<file path="config.mk">
export PLATFORM = sky130hd
export DESIGN_NAME = blzr_ctrl
export DESIGN_NICKNAME = d
export VERILOG_FILES = /design/src/rtl/core/blzr_pkg.sv /design/src/rtl/core/blzr_ctrl.sv
export SDC_FILE = /design/constraint.sdc
export NUM_CORES = 1
export LEC_CHECK = 0
export ABC_AREA = 1
export BUFFER_PORTS_ARGS = -buffer_cell sky130_fd_sc_hd__buf_2
export CAP_MARGIN = 20
export CORE_AREA = 10 10 47 49
export DETAILED_ROUTE_END_ITERATION = 10
export DIE_AREA = 0 0 57 59
export GPL_TIMING_DRIVEN = 0
export HOLD_SLACK_MARGIN = 0.12
export PLACE_DENSITY = 0.67
export SLEW_MARGIN = 10
export SYNTH_ARGS = -nofsm -noshare
export SYNTH_HDL_FRONTEND = slang
export SYNTH_SLANG_ARGS = --single-unit
</file>
<file path="constraint.sdc">
create_clock -name aclk -period 3.8 [get_ports aclk]
set_clock_uncertainty 0.2 [all_clocks]
set_input_delay 0.19 -clock aclk [delete_from_list [all_inputs] [get_ports aclk]]
set_output_delay 0.19 -clock aclk [all_outputs]
set_load 0.05 [all_outputs]
</file>
<file path="src/rtl/core/blzr_pkg.sv">
`default_nettype none
// ----------------------------------------------------------------------------
// blzr_pkg: shared types and constants
// Widths, register codes and the controller/datapath interface of the
// Bresenham line rasterizer with depth test.
// ----------------------------------------------------------------------------
package blzr_pkg;

    localparam int CRD_W     = 14;      // signed endpoint coordinate
    localparam int SCR_W     = 13;      // screen width / height
    localparam int SPAN_W    = 14;      // |dx|, |dy|
    localparam int ERR_W     = 17;      // Bresenham error term
    localparam int FRAC_W    = 16;
    localparam int QUO_W     = FRAC_W + 1;
    localparam int DIV_STEPS = QUO_W;
    localparam int DCNT_W    = 5;
    localparam int DEP_W     = 16;
    localparam int COL_W     = 24;
    localparam int FB_AW     = 16;
    localparam int FB_DEPTH  = 1 << FB_AW;
    localparam int CFG_IDX_W = 2;

    localparam logic [SCR_W-1:0] SCR_RESET = SCR_W'(256);
    localparam logic [DEP_W-1:0] DEP_MIN   = {1'b1, {(DEP_W-1){1'b0}}};

    localparam logic [CFG_IDX_W-1:0] CFG_WIDTH  = CFG_IDX_W'(0);
    localparam logic [CFG_IDX_W-1:0] CFG_HEIGHT = CFG_IDX_W'(1);

    localparam logic OP_LOAD = 1'b0;
    localparam logic OP_STEP = 1'b1;

    typedef struct packed {
        logic clear_en;
        logic accept;
        logic div_step;
        logic div_first;
        logic mul_en;
        logic sum_en;
        logic rd_en;
        logic cmp_en;
        logic out_load;
    } dp_cmd_t;

    typedef struct packed {
        logic clear_last;
        logic need_pixel;
    } dp_sts_t;

endpackage
`default_nettype wire

</file>
<file path="src/rtl/core/blzr_ctrl.sv">
`default_nettype none
// ----------------------------------------------------------------------------
// blzr_ctrl: rasterizer controller
// Sequences the z-buffer clear, the fraction divider, interpolation, the
// depth test and the output register handshake.
// ----------------------------------------------------------------------------
module blzr_ctrl (
    input  wire logic              aclk,
    input  wire logic              aresetn,
    input  wire logic              s_valid,
    output logic                   s_ready,
    output logic                   m_valid,
    input  wire logic              m_ready,
    input  wire blzr_pkg::dp_sts_t sts,
    output blzr_pkg::dp_cmd_t      cmd
);

    typedef enum logic [2:0] {
        ST_CLEAR, ST_IDLE, ST_DIV, ST_MUL, ST_SUM, ST_RD, ST_CMP, ST_FIN
    } state_t;

    state_t                          state_reg, state_next;
    logic [blzr_pkg::DCNT_W-1:0]     dcnt_reg, dcnt_next;
    logic                            m_valid_reg, m_valid_next;
    logic                            s_fire;
    logic                            out_free;

    assign s_ready  = (state_reg == ST_IDLE);
    assign s_fire   = s_valid && s_ready;
    assign m_valid  = m_valid_reg;
    assign out_free = !m_valid_reg || m_ready;

    always_comb begin
        state_next   = state_reg;
        dcnt_next    = dcnt_reg;
        m_valid_next = m_valid_reg && !m_ready;
        cmd          = '0;
        case (state_reg)
            ST_CLEAR: begin
                cmd.clear_en = 1'b1;
                if (sts.clear_last) begin
                    state_next = ST_IDLE;
                end
            end
            ST_IDLE: begin
                if (s_fire) begin
                    cmd.accept = 1'b1;
                    dcnt_next  = '0;
                    state_next = sts.need_pixel ? ST_DIV : ST_FIN;
                end
            end
            ST_DIV: begin
                cmd.div_step  = 1'b1;
                cmd.div_first = (dcnt_reg == '0);
                dcnt_next     = dcnt_reg + 1'b1;
                if (dcnt_reg == blzr_pkg::DCNT_W'(blzr_pkg::DIV_STEPS - 1)) begin
                    state_next = ST_MUL;
                end
            end
            ST_MUL: begin
                cmd.mul_en = 1'b1;
                state_next = ST_SUM;
            end
            ST_SUM: begin
                cmd.sum_en = 1'b1;
                state_next = ST_RD;
            end
            ST_RD: begin
                cmd.rd_en  = 1'b1;
                state_next = ST_CMP;
            end
            ST_CMP: begin
                cmd.cmp_en = 1'b1;
                state_next = ST_FIN;
            end
            ST_FIN: begin
                // hold the result until the output register frees up
                if (out_free) begin
                    cmd.out_load = 1'b1;
                    m_valid_next = 1'b1;
                    state_next   = ST_IDLE;
                end
            end
            default: begin
                state_next = ST_IDLE;
            end
        endcase
    end

    always_ff @(posedge aclk) begin
        if (!aresetn) begin
            state_reg   <= ST_CLEAR;
            dcnt_reg    <= '0;
            m_valid_reg <= 1'b0;
        end else begin
            state_reg   <= state_next;
            dcnt_reg    <= dcnt_next;
            m_valid_reg <= m_valid_next;
        end
    end

`ifndef SYNTHESIS
    a_load_free: assert property (@(posedge aclk) disable iff (!aresetn)
        cmd.out_load |-> out_free)
        else $error("result loaded over a waiting transfer");
    a_clear_no_in: assert property (@(posedge aclk) disable iff (!aresetn)
        (state_reg == ST_CLEAR) |-> !cmd.accept)
        else $error("item taken during z-buffer clear");
    a_div_cnt: assert property (@(posedge aclk) disable iff (!aresetn)
        (state_reg == ST_DIV) |-> (dcnt_reg < blzr_pkg::DCNT_W'(blzr_pkg::DIV_STEPS)))
        else $error("divider ran past its last step");
    a_valid_out: assert property (@(posedge aclk) disable iff (!aresetn)
        cmd.out_load |=> m_valid)
        else $error("loaded result not presented");
`endif

endmodule
`default_nettype wire

</file>
==> flow_summary.json <==
{
  "status": "completed",
  "drt-wirelength-per-cell_um": 10.5,
  "start_util": 0.428,
  "drtIter0Drc": 8,
  "ant_nets": 0,
  "path_cells": "nand2_2, nor2_4, inv_2, nor2_1, buf_2",
  "r2r-start": "state_reg[1]$_SDFFE_PN0P_",
  "die_w_um": 57,
  "hold_viol_final": 0,
  "max_cap_violations": 0,
  "final_nets": 125,
  "place.gp.congestion": 0.848,
  "grtUsageTotal": 0.0869,
  "p_seq_frac": 0.248,
  "post_cts_buffers": 0,
  "clock-sinks": 9,
  "min_from": "sts[0]",
  "relSlewSlack": 0.790,
  "final.min_clock_period_ns": 1.87,
  "drive_gt1_frac": 0.276,
  "root_buffer": "clkbuf_4",
  "hold_class": "in2reg",
  "mostFrequentLayoutCells": "22 x nand2_1, 16 x nor2_1, 16 x buf_2",
  "cp_max_fo": 9,
  "critical_path.max_stage_delay_ns": 0.45,
  "powerDensity_nw_per_um2": 725,
  "fin_tns_setup_ns": 0,
  "worstPathArrival_ns": 1.48,
  "slew_viol_final": 0,
  "final_common_cell": "nand2_1",
  "synth-adder-area-share": 0.0418,
  "setup_ws_ns": 1.93,
  "post_cts_resized": 0,
  "areaGrowthSynthToFinish_pct": 24.4,
  "r2r-end": "state_reg[0]$_SDFFE_PN0P_",
  "cts_hold_buf": 2,
  "insertion_delay_ns": 0.26,
  "required_ns": 3.41,
  "antenna_found_initial": 0,
  "n_fill_cell": 164,
  "cts_made_buffers": 3,
  "grt_pass1_wl_um": 2430,
  "finalSetupViolCount": 0,
  "fp.coreArea_um2": 1400,
  "path_clk_slew_ns": 0.06,
  "synth_nets": 102,
  "endpoint_kind": "output port",
  "rrSetupSlack_ns": 2.36,
  "leakagePower_nw": 0.392,
  "die_area_um2": 3360,
  "yosysWarnings": 0,
  "drcViolationCount": 0,
  "dpl.hpwl_um": 1130,
  "largest_reg_flops": 5,
  "netlist_instances": 94,
  "yosys.area_share.simple": 0.399,
  "finalCritPeriodShare": 0.493,
  "path_class": "reg2out",
  "yosysSeqAreaShare": 0.301,
  "synthXorXnorAreaFrac": 0,
  "rows": 14,
  "max_freq_ghz": 0.534,
  "rr_worst_depth": 7,
  "grt_max_degree": 10,
  "cts_max_level": 1,
  "whs_path_depth": 6,
  "p_sw_mw": 0.295,
  "rsz0062_at_grt": "false",
  "synth_area_um2": 599,
  "num_antenna_cells": 0,
  "worstMarginPinSlew_ns": 0.314,
  "p_int_mw": 0.245,
  "grt-ovfl-total": 0,
  "pwr-share-clk": 0.136,
  "crit_family": "flip-flops",
  "die_h_um": 59,
  "hold_path_end": "state_reg[2]$_SDFFE_PN0P_",
  "drt-vias-per-instance": 4.75,
  "synthMuxAreaShare": 0,
  "cts_tree": "yes",
  "dpl_cell_area_um2": 699,
  "routed_wl_um": 1390,
  "crit_slowest_cell": "dfxtp_1",
  "avgSynthCellArea_um2": 6.38,
  "place_ws_ns": 2.20,
  "vias": 627,
  "synth_compound_area_frac": 0.134,
  "firstDrtPassIters": 4,
  "first_global_vias": 596,
  "p_sw_frac": 0.547,
  "final_area_um2": 746,
  "worst-path-buf-inv": 2,
  "io_pins": 17,
  "synth.distinct_cells": 20,
  "cts_buffer_depth": 2,
  "worst_setup_path_start_kind": "flip-flop",
  "ys_ff_latch": 9,
  "portBuffers": 16,
  "synth_top_family_by_area": "simple AND/OR/NAND/NOR gates",
  "ir_worst_vdd_mv": 0.287,
  "pwr-share-comb": 0.616
}
## worst min-delay path, cell delays in order
cell and delay [ns]:
buf_2 0.07, inv_1 0.03, nand2_1 0.07, nand2_1 0.05, nand3_1 0.07, a21oi_1 0.06
## how the worst max path moves through the flow
stage / startpoint / to / slack [ns] / cells past startpoint
floorplan: state_reg[0]$_SDFFE_PN0P_ / cmd[5] / 1.77 / 6
global placement: state_reg[0]$_SDFFE_PN0P_ / cmd[5] / 2.22 / 7
detailed placement: state_reg[1]$_SDFFE_PN0P_ / cmd[5] / 2.20 / 5
CTS: state_reg[1]$_SDFFE_PN0P_ / cmd[5] / 1.90 / 5
global route: state_reg[1]$_SDFFE_PN0P_ / cmd[5] / 1.80 / 5
finish: state_reg[1]$_SDFFE_PN0P_ / cmd[5] / 1.93 / 5
## per-layer routing
| metal | vias up | share of wire | track usage |
|---|---|---|---|
| li1 | 339 | - | - |
| met1 | 270 | 0.43 | 0.0807 |
| met2 | 14 | 0.48 | 0.155 |
| met3 | 4 | 0.070 | 0.0322 |
| met4 | 0 | 0.022 | 0.0604 |
| met5 | - | 0 | 0 |
## per-stage QoR
stage	power, mW	util	cells	hold WS [ns]
after floorplan	0.406	-	94	0.110
after global placement	0.468	0.499	126	0.266
after detailed placement	0.471	0.499	126	0.264
after CTS	0.550	0.532	132	0.126
after global routing	0.588	0.532	132	0.154
final	0.540	0.532	132	0.135
## layout make-up
type                    count  area (um^2)  share of cell area
inverters                  17         63.8              0.0856
multi-input cells          67          344               0.461
repair buffers             18          100               0.134
clock buffers               4         26.3              0.0352
plain buffers               1         11.3              0.0151
flip-flops and latches      9          180               0.242
well taps                  16         20.0              0.0268
## cells in the mapped netlist
| library cell | number | area [um^2] |
|---|---|---|
| nand4_1 | 2 | 12.5 |
| nor2_2 | 1 | 6.26 |
| o21ai_0 | 2 | 10.0 |
| inv_1 | 13 | 48.8 |
| a31o_2 | 1 | 8.76 |
| ha_1 | 2 | 25.0 |
| buf_6 | 1 | 11.3 |
| inv_2 | 4 | 15.0 |
| a21oi_2 | 1 | 8.76 |
| nand2_2 | 2 | 12.5 |
| o21bai_1 | 1 | 7.51 |
| nand3_2 | 1 | 10.0 |
| nand3_1 | 5 | 25.0 |
| a21oi_1 | 6 | 30.0 |
| nand3b_1 | 1 | 7.51 |
| nor2_1 | 16 | 60.1 |
| nand2_1 | 22 | 82.6 |
| nor2_4 | 2 | 22.5 |
| o211ai_1 | 2 | 15.0 |
| dfxtp_1 | 9 | 180 |
## cell families after synthesis
| group | count (synthesis) |
|---|---|
| AOI/OAI and AO/OA | 13 |
| adders and majority gates | 2 |
| buffers and inverters | 18 |
| DFF | 9 |
| and+or+nand+nor | 52 |
## power groups by stage
stage | combinational, mW | clock, mW | sequential, mW
after CTS | 0.337 | 0.0790 | 0.134
after floorplan | 0.274 | 0 | 0.132
after global routing | 0.367 | 0.0844 | 0.137
after detailed placement | 0.335 | 0 | 0.136
final | 0.333 | 0.0737 | 0.134
after global placement | 0.333 | 0 | 0.135
No activity file was read; power rests on OpenSTA's default activity.
